$ cat src/cholesky_decomposition_top_defines.svh
// Assertion macros used by the factorization datapath.
// Depends on nothing; included by the datapath module, which carries the assertions.
`ifndef CHOLESKY_DECOMPOSITION_TOP_DEFINES_SVH
`define CHOLESKY_DECOMPOSITION_TOP_DEFINES_SVH

// Asserts that a condition implies a consequence in the same cycle.
`define CHOL_ASSERT_IMPL(label, clk, rst, cond, cons, msg) \
   label: assert property (@(posedge clk) disable iff (rst) (cond) |-> (cons)) \
      else $error(msg);

// Asserts that a condition implies a consequence in the next cycle.
`define CHOL_ASSERT_NEXT(label, clk, rst, cond, cons, msg) \
   label: assert property (@(posedge clk) disable iff (rst) (cond) |=> (cons)) \
      else $error(msg);

`endif

$ cat src/chol_pkg.sv
// Package with the shared types, constants and command structs of the factorization.
// Depends on nothing.
package chol_pkg;
   localparam int MAX_ORDER_DEFAULT = 8;
   localparam logic [3:0] ORDER_RESET = 4'd3;

   typedef enum logic [3:0] {
      ST_LOAD,
      ST_SUM_RD,
      ST_SUM_MUL,
      ST_SUM_ACC,
      ST_DIFF,
      ST_SQRT,
      ST_DIV,
      ST_WRITE,
      ST_EMIT
   } state_type;

   typedef struct packed {
      logic start_entry;
      logic rd_prod;
      logic mul;
      logic acc;
      logic diff;
      logic start_sqrt;
      logic start_div;
      logic write_entry;
      logic clear_error;
   } dp_cmd_type;

   typedef struct packed {
      logic unit_busy;
      logic is_diag;
   } dp_status_type;
endpackage

$ cat src/chol_ctrl.sv
// Controller state machine: sequences loading, the per-entry computation and emission.
// Depends on chol_pkg.
module chol_ctrl #(
   parameter int MAX_ORDER = 8,
   parameter int IW = (MAX_ORDER > 1) ? $clog2(MAX_ORDER) : 1
) (
   input  logic clock,
   input  logic reset,
   input  logic [3:0] order,
   input  logic req_valid,
   input  logic load_last,
   output logic req_stall,
   input  logic rsp_stall,
   output logic rsp_valid,
   output logic [IW-1:0] idx_i,
   output logic [IW-1:0] idx_j,
   output logic [IW-1:0] idx_k,
   output logic last_entry,
   output chol_pkg::dp_cmd_type cmd,
   input  chol_pkg::dp_status_type status
);
   import chol_pkg::*;

   state_type state_ff, state_in;
   logic [IW-1:0] i_ff, i_in, j_ff, j_in, k_ff, k_in;
   logic [IW-1:0] n_max;
   logic [4:0] order_c;

   always_comb begin
      order_c = {1'b0, order};
      if (order_c == '0) begin
         order_c = 5'd1;
      end
      if (order_c > 5'(MAX_ORDER)) begin
         order_c = 5'(MAX_ORDER);
      end
      n_max = IW'(order_c - 5'd1);
   end

   assign idx_i = i_ff;
   assign idx_j = j_ff;
   assign idx_k = k_ff;
   assign last_entry = (i_ff == n_max) && (j_ff == i_ff);

   always_ff @(posedge clock) begin
      if (reset) begin
         state_ff <= ST_LOAD;
         i_ff <= '0;
         j_ff <= '0;
         k_ff <= '0;
      end else begin
         state_ff <= state_in;
         i_ff <= i_in;
         j_ff <= j_in;
         k_ff <= k_in;
      end
   end

   always_comb begin
      state_in = state_ff;
      i_in = i_ff;
      j_in = j_ff;
      k_in = k_ff;
      cmd = '0;
      req_stall = 1'b1;
      rsp_valid = 1'b0;
      case (state_ff)
         ST_LOAD: begin
            req_stall = 1'b0;
            if (req_valid && load_last) begin
               i_in = '0;
               j_in = '0;
               k_in = '0;
               cmd.clear_error = 1'b1;
               state_in = ST_SUM_RD;
            end
         end
         ST_SUM_RD: begin
            if (k_ff == '0) begin
               cmd.start_entry = 1'b1;
            end
            if (k_ff == j_ff) begin
               state_in = ST_DIFF;
            end else begin
               cmd.rd_prod = 1'b1;
               state_in = ST_SUM_MUL;
            end
         end
         ST_SUM_MUL: begin
            cmd.mul = 1'b1;
            state_in = ST_SUM_ACC;
         end
         ST_SUM_ACC: begin
            cmd.acc = 1'b1;
            k_in = k_ff + IW'(1);
            state_in = ST_SUM_RD;
         end
         ST_DIFF: begin
            cmd.diff = 1'b1;
            state_in = status.is_diag ? ST_SQRT : ST_DIV;
         end
         ST_SQRT: begin
            cmd.start_sqrt = 1'b1;
            state_in = ST_WRITE;
         end
         ST_DIV: begin
            cmd.start_div = 1'b1;
            state_in = ST_WRITE;
         end
         ST_WRITE: begin
            if (!status.unit_busy) begin
               cmd.write_entry = 1'b1;
               state_in = ST_EMIT;
            end
         end
         ST_EMIT: begin
            rsp_valid = 1'b1;
            if (!rsp_stall) begin
               k_in = '0;
               if (last_entry) begin
                  state_in = ST_LOAD;
               end else if (j_ff == i_ff) begin
                  i_in = i_ff + IW'(1);
                  j_in = '0;
                  state_in = ST_SUM_RD;
               end else begin
                  j_in = j_ff + IW'(1);
                  state_in = ST_SUM_RD;
               end
            end
         end
         default: begin
            state_in = ST_LOAD;
         end
      endcase
   end
endmodule

$ cat config.mk
export PLATFORM = sky130hd
export DESIGN_NAME = chol_ctrl
export DESIGN_NICKNAME = d
export VERILOG_FILES = /design/src/cholesky_decomposition_top_defines.svh /design/src/chol_pkg.sv /design/src/chol_ctrl.sv
export SDC_FILE = /design/constraint.sdc
export NUM_CORES = 1
export LEC_CHECK = 0
export ABC_AREA = 1
export BUFFER_PORTS_ARGS = -buffer_cell sky130_fd_sc_hd__buf_2
export CAP_MARGIN = 20
export CORE_MARGIN = 5
export CORE_UTILIZATION = 35
export CTS_CLUSTER_SIZE = 30
export DETAILED_ROUTE_END_ITERATION = 6
export SLEW_MARGIN = 20
export SYNTH_ARGS = -nofsm -noshare
export SYNTH_HDL_FRONTEND = slang
export SYNTH_SLANG_ARGS = --single-unit
$ cat constraint.sdc
create_clock -name clock -period 4.15 [get_ports clock]
set_clock_uncertainty 0.1 [all_clocks]
set_input_delay 0.83 -clock clock [delete_from_list [all_inputs] [get_ports clock]]
set_output_delay 0.83 -clock clock [all_outputs]
set_load 0.05 [all_outputs]
# --- Word-level counts from Yosys, hierarchy flattened ---
# Index checks and enable logic that the tools add are counted.
# Widths: inputs -> output; s select.
totals:
  regBits: 13
  inputBits: 11
  out_inout_bits: 21
  word_cells: 71
classes:
  addsub: 4
  order_cmp: 1
  eq_ne: 16
  n_mux: 34
  n_reduce_logical: 12
op_table:
  columns: ["cell", "count"]
  rows:
  - ["$pmux 4 s8", 1]
  - ["$mux 3", 10]
  - ["$eq 4x3->1 const B", 4]
  - ["$mux 4", 4]
  - ["$mux 1", 14]
  - ["$pmux 3 s2", 2]
  - ["$ne 2x2->1 const B", 5]
  - ["$add 3x1->3 const B", 3]
  - ["$eq 3x3->1", 3]
  - ["$pmux 3 s3", 1]
  - ["$eq 4x2->1 const B", 2]
  - ["$logic_not 4->1", 2]
  - ["$reduce_and 3->1", 2]
  - ["$reduce_and 5->1", 1]
  - ["$eq 4x1->1 const B", 1]
  - ["$eq 4x4->1 const B", 1]
  - ["$gt 4x4->1 const B", 1]
  - ["$mux 2", 2]
  - ["$reduce_and 4->1", 1]
  - ["$logic_not 3->1", 1]
  - ["$reduce_bool 3->1", 1]
  - ["$sub 3x1->3 const B", 1]
  - ["$logic_and 1x1->1", 2]
  - ["$reduce_bool 2->1", 1]
  - ["$reduce_or 2->1", 1]

# --- Depth between registers and ports, before layout ---
# Gate-level depths: netlist (run 1).
depth:
  depth_word: 10
  ltp_mapped: 17

# --- Worst setup path after synthesis (run 1) ---
# OpenSTA, ideal clock, no wires.
synth_path:
  path_kind: "input port to output port"
  startpoint: "in order[1]"
  endpoint: "out last_entry"
  arrival_ns: 2.159
  required_ns: 3.220
  slack_ns: 1.061
  stages: 10
  cell_sequence: "o21ai_1 -> nand2_1 -> ha_1 -> inv_1 -> nand3_1 -> nand2_1 -> nand3_2 -> nor2_4 -> nand2_1 -> inv_1"
synth_via:
  elab_chain_cells: 7
synth_rtl:
  columns: ["element", "line", "source"]
  rows:
  - ["start, declared", "chol_ctrl.sv:9", "input logic [3:0] order,"]
  - ["$logic_not 4->1", "chol_ctrl.sv:31", "if (order_c == '0) begin"]
  - ["$mux 4 *", "chol_ctrl.sv:31", null]
  - ["$gt 4x4->1", "chol_ctrl.sv:34", "if (order_c > 5'(MAX_ORDER)) begin"]
  - ["$mux 3 *", "chol_ctrl.sv:34", null]
  - ["$sub 3x1->3 *", "chol_ctrl.sv:37", "n_max = IW'(order_c - 5'd1);"]
  - ["$eq 3x3->1 *", "chol_ctrl.sv:43", "assign last_entry = (i_ff == n_max) && (j_ff == i_ff);"]
  - ["$logic_and 1x1->1 *", "chol_ctrl.sv:43", null]
  - ["end, declared", "chol_ctrl.sv:18", "output logic last_entry,"]
# Mark *: on every way between the ends. The rest lies on a longest branch, timed or not.

# --- Final worst setup path (run 1) ---
# Same ends and word-level chain as after synthesis.

==> reports/qor.json, run 1 <==
{
  "syn_avg_cell_area_sq_um": 6.84,
  "synthDistinctLibCells": 32,
  "grt-ovfl-total": 0,
  "gr-usage-all-layers_pct": 12.3,
  "synthMostInstantiatedCell": "nand2_1",
  "routed_wire_length_per_instance_um": 10.3,
  "root_buffer_selected_by_cts": "clkbuf_4",
  "die-width_um": 66.3,
  "timing_hold_violations_final": 0,
  "worst_path_cell_chain": "buf_2, o21ai_1, nand2_1, ha_1, inv_1, nand3_1, nand2_1, nand3_2, nor2_4, nand2_1, inv_1, buf_2",
  "layout_min_cycle_time_ns": 3.23,
  "synth_net_count": 178,
  "achievable-frequency_mhz": 310,
  "ir_drop_v": 0.000243,
  "gp_congestion": 0.912,
  "dr.first_iter.drc_count": 29,
  "rsz0062_at_grt": "false",
  "synthArstFlopShare_pct": 0,
  "finish.net_count": 213,
  "vias_in_the_first_global_route": 994,
  "critical_path.max_fanout": 2,
  "layout.filler_cells": 355,
  "min_path_type": "flip-flop to flip-flop",
  "initial_utilization_pct": 36.3,
  "placed_cells_incl_taps": 236,
  "drtPass1Iterations": 4,
  "ios": 32,
  "placement.setup.worst_slack_ns": 0.922,
  "tritoncts.num_buffers": 3,
  "critPathMaxStageDelay_ns": 0.31,
  "synthCells": 162,
  "worst_slew_margin_rel_pct": 79.7,
  "worst_ep_required_time_ns": 3.22,
  "detailed_place.area_sq_mm": 0.00131,
  "setup_viol": 0,
  "die_y_um": 66.3,
  "synth-seq-cells": 13,
  "post_synth_main_area_contributors": "dfxtp_1 23%, nand2_1 14%, inv_1 9.5%",
  "finalNonFillerCells": 240,
  "power_leakage_nw": 0.734,
  "synth_top_area_cell": "dfxtp_1",
  "place.port_buffers": 31,
  "synth.top_cells.by_count": "40 x nand2_1, 28 x inv_1, 16 x nor2_1",
  "postRouteWirelength_um": 2480,
  "post_route_cells_drive_above_1_share_pct": 27.6,
  "grt_antenna_before_repair": 0,
  "n_antenna_cell": 0,
  "synth-main-ff-cell": "dfxtp_1",
  "clk_pin_slew_ns": 0.08,
  "core_sq_mm": 0.00305,
  "core.rowCount": 20,
  "grt_first_pass_wirelength_um": 4350,
  "critical_path.most_common_cell": "nand2_1",
  "final_antenna_net_count": 0,
  "clock_path_buffers": 2,
  "regToRegSetupSlack_ns": 2.57,
  "synthToLayoutAreaGrowth_pct": 20.9,
  "end_kind": "primary output",
  "post_cts.resized_instances": 0,
  "yosys_warning_count": 0,
  "arrival_ns": 2.30,
  "drc": 0,
  "maxCapViolCount": 0,
  "worst_setup_slack_after_layout_ns": 0.925,
  "outcome": "completed",
  "dp_hpwl_um": 2060,
  "cts-htree-levels": 1,
  "total_negative_setup_slack_ns": 0,
  "worstSetupPathType": "input pin to primary output",
  "worst_skew_pair.late_latency_ns": 0.27,
  "post_cts_buffers": 0,
  "worst_tran_pin_value_ns": 0.303,
  "report.final.slew_viol_count": 0,
  "synth-edff-count": 0,
  "tritoncts": "done",
  "fin_crit_sh_pct": 77.7,
  "cts_hold_repair.buffers": 0,
  "overall_die_area_sq_mm": 0.00439,
  "post-layout-total-power_uw": 816,
  "vias_per_cell": 4.49,
  "critPathLaunchType": "input pin",
  "tritoncts_num_sinks": 13,
  "largest_net_degree_at_the_start_of_global_routing": 9,
  "power_density_mw_per_mm2": 609,
  "yosysSeqAreaShare_pct": 23.5,
  "vias": 1078,
  "final_design_area_no_fill_sq_mm": 0.00134,
  "synth_top_area_share_pct": 23.5,
  "synthesis.area_sq_mm": 0.00111,
  "crit_path_top_delay_cell": "ha_1"
}
-- sequential cells by signal, summed over array words and instances (netlist names) --
| name | cells |
|---|---|
| state_ff | 4 |
| idx_i | 3 |
| idx_j | 3 |
| idx_k | 3 |
-- critical path: cells and delay by family --
family / cells / cell delay [ns]
adders and majority gates: 1 / 0.31
and+or+nand+nor: 6 / 0.55
AOI/OAI and AO/OA: 1 / 0.15
buffers and inverters: 4 / 0.46
-- area by class of cell --
type,instances,area [sq um],area share (%)
Clock buffer,4,26.3,1.96
Inverter,33,138,10.3
Multi-Input combinational cell,115,706,52.7
Sequential cell,13,260,19.4
Tap cell,44,55.1,4.11
Timing Repair Buffer,31,155,11.6
-- stage by stage --
stage | util (%) | hold slack (ns)
6_report | 43.9 | 0.446
2_1_floorplan | - | 0.585
4_1_cts | 43.9 | 0.449
3_3_place_gp | 43.0 | 0.437
3_5_place_dp | 43.0 | 0.436
5_1_grt | 43.9 | 0.489
-- metal layers --
layer	part of all wire (%)	GRT usage, %	vias to the layer above
met3	5.1	2.38	4
li1	-	-	572
met1	47	16.7	478
met2	47	19.8	24
met5	0	0	-
met4	0.85	3.05	0
-- cell usage in the layout (no fill, tap or decap), types with 2 or more instances in the layout --
cell type and n:
inv_1 28, nand3_1 9, buf_2 31, dfxtp_1 13, o21ai_0 2, nor2_8 2
ha_1 5, o21ai_1 3, nand4_1 3, nor2_1 16, inv_2 4, xor2_1 2
nand3_2 2, nor2_4 3, a21oi_1 6, xnor2_1 4, clkbuf_4 3, nand2_4 4
nand2_1 40, or2_1 2
-- cells by family after synthesis --
kind of cell,share of synthesized area (%)
compound gates,10.7
buf+inv,12.9
xor+xnor,6.21
flops,23.5
fa+ha+maj,5.64
simple gates,41.1
-- where the power goes --
group | switching [mW] | leakage (nW) | internal, mW | total, mW
combinational | 0.393 | 0.614 | 0.164 | 0.557
clock | 0.0412 | 0.0150 | 0.0372 | 0.0784
sequential | 0.0322 | 0.106 | 0.148 | 0.180
-- final timing paths --
check         startpoint     endpoint  cells past startpoint
max reg2reg  state_ff[2]  state_ff[0]                      9
max             order[1]   last_entry                     12
min reg2reg     idx_i[0]     idx_i[0]                      2
min             idx_i[0]     idx_i[0]                      2
No activity file was read; power rests on OpenSTA's default activity.
==> run 2: changes to the inputs <==
clock period = 3.3 ns   (was 4.15 ns; I/O delays follow)
==> reports/qor.json, run 2 (synthesized netlist as in run 1, its figures left out) <==
{
  "placed_cells_incl_taps": 236,
  "n_antenna_cell": 0,
  "tritoncts.num_buffers": 3,
  "routed_wire_length_per_instance_um": 10.3,
  "layout_commonest_cell": "nand2_1",
  "finish.net_count": 213,
  "grt_first_pass_wirelength_um": 4330,
  "critical_path.most_common_cell": "nand2_1",
  "post_route_cells_drive_above_1_share_pct": 27.6,
  "dp_hpwl_um": 2040,
  "crit_path_top_delay_cell": "ha_1",
  "finalHoldWorstSlack_ns": 0.443,
  "setup_viol": 0,
  "die-width_um": 66.3,
  "worst_ep_required_time_ns": 2.54,
  "vias_in_the_first_global_route": 1037,
  "worst_skew_pair.late_latency_ns": 0.28,
  "worst_tran_pin_value_ns": 0.300,
  "finalNonFillerCells": 240,
  "layout_min_cycle_time_ns": 2.88,
  "final_design_area_no_fill_sq_mm": 0.00134,
  "top_register": "state_ff",
  "cts_hold_repair.buffers": 0,
  "power_density_mw_per_mm2": 770,
  "cts-htree-levels": 1,
  "dr.first_iter.drc_count": 17,
  "drc": 0,
  "largest_reg_flops": 4,
  "tritoncts": "done",
  "achievable-frequency_mhz": 347,
  "vias_per_cell": 4.50,
  "min_path_type": "flip-flop to flip-flop",
  "total_negative_setup_slack_ns": 0,
  "tritoncts_num_sinks": 13,
  "highest_count_cells_in_the_layout_ignoring_fill_and_taps": "40 x nand2_1, 31 x buf_2, 28 x inv_1",
  "rsz0062_at_grt": "false",
  "arrival_ns": 2.12,
  "multi_input_comb_area_sq_um": 706,
  "worstSetupPathType": "input pin to primary output",
  "fin_crit_sh_pct": 87.3,
  "gp_congestion": 0.915,
  "drtPass1Iterations": 4,
  "synthToLayoutAreaGrowth_pct": 20.9,
  "clk_pin_slew_ns": 0.08,
  "end_kind": "primary output",
  "place.port_buffers": 31,
  "core.rowCount": 20,
  "ios": 32,
  "final_antenna_net_count": 0,
  "outcome": "completed",
  "root_buffer_selected_by_cts": "clkbuf_4",
  "critPathLaunchType": "input pin",
  "worst_path_cell_chain": "buf_2, o21ai_1, nand2_1, ha_1, inv_1, nand3_1, nand2_1, nand3_2, nor2_4, nand2_1, inv_1, buf_2",
  "clock_path_buffers": 2,
  "detailed_place.area_sq_mm": 0.00131,
  "grt_antenna_before_repair": 0,
  "layout.area.seq_sq_um": 260,
  "critPathMaxStageDelay_ns": 0.31,
  "die_y_um": 66.3,
  "crit_buf_inv": 4,
  "layout.filler_cells": 355,
  "report.final.slew_viol_count": 0,
  "post_cts_buffers": 0,
  "core_sq_mm": 0.00305,
  "critical-path-top-delay-family": "simple AND/OR/NAND/NOR gates",
  "overall_die_area_sq_mm": 0.00439,
  "vias": 1080,
  "post-layout-total-power_mw": 1.03,
  "grt-ovfl-total": 0,
  "timing_hold_violations_final": 0,
  "largest_net_degree_at_the_start_of_global_routing": 9,
  "critical_path.max_fanout": 2,
  "worst_slew_margin_rel_pct": 80.0,
  "gr-usage-all-layers_pct": 12.2,
  "postRouteWirelength_um": 2460,
  "post_cts.resized_instances": 0,
  "initial_utilization_pct": 36.3,
  "ir_drop_v": 0.000307,
  "maxCapViolCount": 0,
  "power_leakage_nw": 0.734
}
==> run 2: cell counts in the layout (fill, tap and decap cells not counted) <==
No cell type changed its count.
==> run 2: metal layers <==
metal / vias to the layer above / part of all wire, % / wire length [um] / track usage, %
met5: - / 0 / 0 / 0
met4: 0 / 1.4 / 35 / 4.31
met3: 5 / 4.6 / 114 / 2.38
met2: 21 / 46 / 1130 / 19.1
met1: 478 / 48 / 1180 / 16.6
li1: 576 / - / - / -
==> run 2: power by group <==
part,internal (mW),total (mW),switching [mW]
combinational,0.206,0.702,0.496
clock,0.0469,0.103,0.0559
sequential,0.186,0.227,0.0406
total,0.439,1.03,0.593
==> run 2: area by class of cell <==
type                       count  area share [%]
tap                           44            4.11
sequential                    13            19.4
clock buffer                   4            1.96
timing repair buffer          31            11.6
multi-input combinational    115            52.7
inverter                      33            10.3
==> run 2: tightest hold or removal path: cells and delay by family, from the launching register on <==
family	cells	cell delay, ns
AO/OA/AOI/OAI	1	0.05
AND/OR/NAND/NOR	1	0.08
flip-flops	1	0.36
==> run 2: metrics by stage <==
| step | util [%] | setup slack (ns) |
|---|---|---|
| 2_1_floorplan | - | 0.551 |
| 3_3_place_gp | 43.0 | 0.433 |
| 3_5_place_dp | 43.0 | 0.404 |
| 4_1_cts | 43.9 | 0.403 |
| 5_1_grt | 43.9 | 0.255 |
| 6_report | 43.9 | 0.421 |
==> run 2: path summary, 6_finish.rpt <==
path	from	cells after the start	to	slack [ns]
setup / recovery	order[1]	12	last_entry	0.42
hold / removal	idx_i[0]	2	idx_i[0]	0.44
setup reg to reg	state_ff[2]	9	state_ff[0]	1.71
hold reg to reg	idx_i[0]	2	idx_i[0]	0.44
==> run 3: changes to the inputs <==
CELL_PAD_IN_SITES_DETAIL_PLACEMENT = 0   (was unset)
CELL_PAD_IN_SITES_GLOBAL_PLACEMENT = 1   (was unset)
PLACE_DENSITY_LB_ADDON = 0.1   (was unset)
==> reports/qor.json, run 3 (synthesized netlist as in run 1, its figures left out) <==
{
  "outcome": "completed",
  "timing_hold_violations_final": 0,
  "total_negative_setup_slack_ns": 0,
  "core.rowCount": 20,
  "tritoncts.num_buffers": 3,
  "largest_reg_flops": 4,
  "die-width_um": 66.3,
  "cts-htree-levels": 1,
  "fin_crit_sh_pct": 87.8,
  "worst_ep_required_time_ns": 2.54,
  "power.switching_fraction_pct": 57.4,
  "power.switching_uw": 592,
  "crit_cells": 12,
  "ir_drop_v": 0.000410,
  "n_antenna_cell": 0,
  "grt-ovfl-total": 0,
  "clock_path_buffers": 2,
  "largest_net_degree_at_the_start_of_global_routing": 9,
  "post_cts.resized_instances": 0,
  "dr.first_iter.drc_count": 47,
  "final_antenna_net_count": 0,
  "critical_path.most_common_cell": "nand2_1",
  "holdPathStages": 2,
  "p_int_uw": 439,
  "initial_utilization_pct": 36.3,
  "root_buffer_selected_by_cts": "clkbuf_4",
  "worst_path_cell_chain": "buf_2, o21ai_1, nand2_1, ha_1, inv_1, nand3_1, nand2_1, nand3_2, nor2_4, nand2_1, inv_1, buf_2",
  "post_cts_buffers": 0,
  "report.final.slew_viol_count": 0,
  "reg2reg_to": "idx_j[0]",
  "top_register": "state_ff",
  "vias_per_cell": 4.50,
  "critPathLaunchType": "input pin",
  "crit_path_top_delay_cell": "ha_1",
  "power_leakage_nw": 0.734,
  "worstSetupPathType": "input pin to primary output",
  "arrival_ns": 2.14,
  "rsz0062_at_grt": "false",
  "gr-usage-all-layers_pct": 13.8,
  "critical_path.max_fanout": 2,
  "finalHoldWorstSlack_ns": 0.443,
  "tritoncts_num_sinks": 13,
  "routed_wire_length_per_instance_um": 10.9,
  "vias": 1079,
  "rr_startpoint": "idx_i[0]",
  "maxCapViolCount": 0,
  "grt_antenna_before_repair": 0,
  "layout_min_cycle_time_ns": 2.90,
  "setup_viol": 0,
  "worst_tran_pin_value_ns": 0.313,
  "die_y_um": 66.3,
  "drc": 0,
  "critical-path-top-delay-family": "simple AND/OR/NAND/NOR gates",
  "overall_die_area_sq_mm": 0.00439,
  "tritoncts": "done",
  "highest_count_cells_in_the_layout_ignoring_fill_and_taps": "40 x nand2_1, 31 x buf_2, 28 x inv_1",
  "regToRegSetupSlack_ns": 1.76,
  "drtPass1Iterations": 4,
  "min_path_type": "flip-flop to flip-flop",
  "synthToLayoutAreaGrowth_pct": 20.9,
  "postRouteWirelength_um": 2610,
  "grt_first_pass_wirelength_um": 4810,
  "worst_skew_pair.late_latency_ns": 0.28,
  "finish.net_count": 213,
  "gp_congestion": 0.830,
  "achievable-frequency_mhz": 345,
  "place.port_buffers": 31,
  "crit_path_end": "last_entry",
  "vias_in_the_first_global_route": 1086,
  "cts_hold_repair.buffers": 0,
  "power_frac_comb_pct": 68.3,
  "layout.filler_cells": 365,
  "critPathMaxStageDelay_ns": 0.31,
  "crit_buf_inv": 4,
  "ios": 32,
  "power_density_mw_per_mm2": 769,
  "p_clk_share_pct": 9.8,
  "layout_commonest_cell": "nand2_1",
  "end_kind": "primary output",
  "seq_power_share_pct": 21.9,
  "dp_hpwl_um": 2180,
  "clk_pin_slew_ns": 0.08,
  "reg2regPathDepth": 10,
  "worst_slew_margin_rel_pct": 79.1,
  "worstSetupStartpoint": "order[1]",
  "core_sq_mm": 0.00305,
  "post_route_cells_drive_above_1_share_pct": 27.6
}
## run 3: cell counts in the layout (fill, tap and decap cells not counted)
Identical to the previous run, type by type.
## run 3: worst min-delay path by stage
stage,start,endpoint,slack (ns)
3_5_place_dp,idx_i[0],idx_i[0],0.44
2_1_floorplan,state_ff[2],idx_k[0],0.59
4_1_cts,idx_i[0],idx_i[0],0.45
5_1_grt,idx_k[2],idx_k[2],0.50
3_3_place_gp,idx_i[0],idx_i[0],0.44
6_report,idx_i[0],idx_i[0],0.44
## run 3: layer usage
layer  share of wire (%)  GRT usage (%)  vias up
li1                    -              -      574
met4                 1.0           3.81        0
met1                  52           18.7      476
met3                 4.0           2.04        4
met5                   0              0        -
met2                  43           22.4       25
## run 3: per-stage QoR
step | utilization (%) | power [mW] | std cells | setup slack (ns) | cell area (sq um)
3_5_place_dp | 43.0 | 0.939 | 236 | 0.387 | 1310
3_3_place_gp | 43.0 | 0.938 | 236 | 0.431 | 1310
2_1_floorplan | - | 0.805 | 162 | 0.551 | 1110
6_report | 43.9 | 1.03 | 240 | 0.403 | 1340
5_1_grt | 43.9 | 1.13 | 240 | 0.270 | 1340
4_1_cts | 43.9 | 1.04 | 240 | 0.387 | 1340
## run 3: final cells by class
cell class	count	area, sq um	share of cell area (%)
clock buffer	4	26.3	1.96
inverter	33	138	10.3
multi-input combinational	115	706	52.7
sequential	13	260	19.4
tap	44	55.1	4.11
timing repair buffer	31	155	11.6
## run 3: worst min-delay path, stage by stage (launching register included)
cell     delay [ns]
dfxtp_1        0.36
nand2_1        0.08
a21oi_1        0.05
## run 3: power groups by stage
| stage | Clock, mW | Combinational, mW | Sequential, mW |
|---|---|---|---|
| after floorplan | 0 | 0.536 | 0.269 |
| after global placement | 0 | 0.709 | 0.230 |
| after detailed placement | 0 | 0.709 | 0.230 |
| after CTS | 0.106 | 0.712 | 0.226 |
| after global routing | 0.117 | 0.780 | 0.234 |
| final | 0.101 | 0.704 | 0.226 |
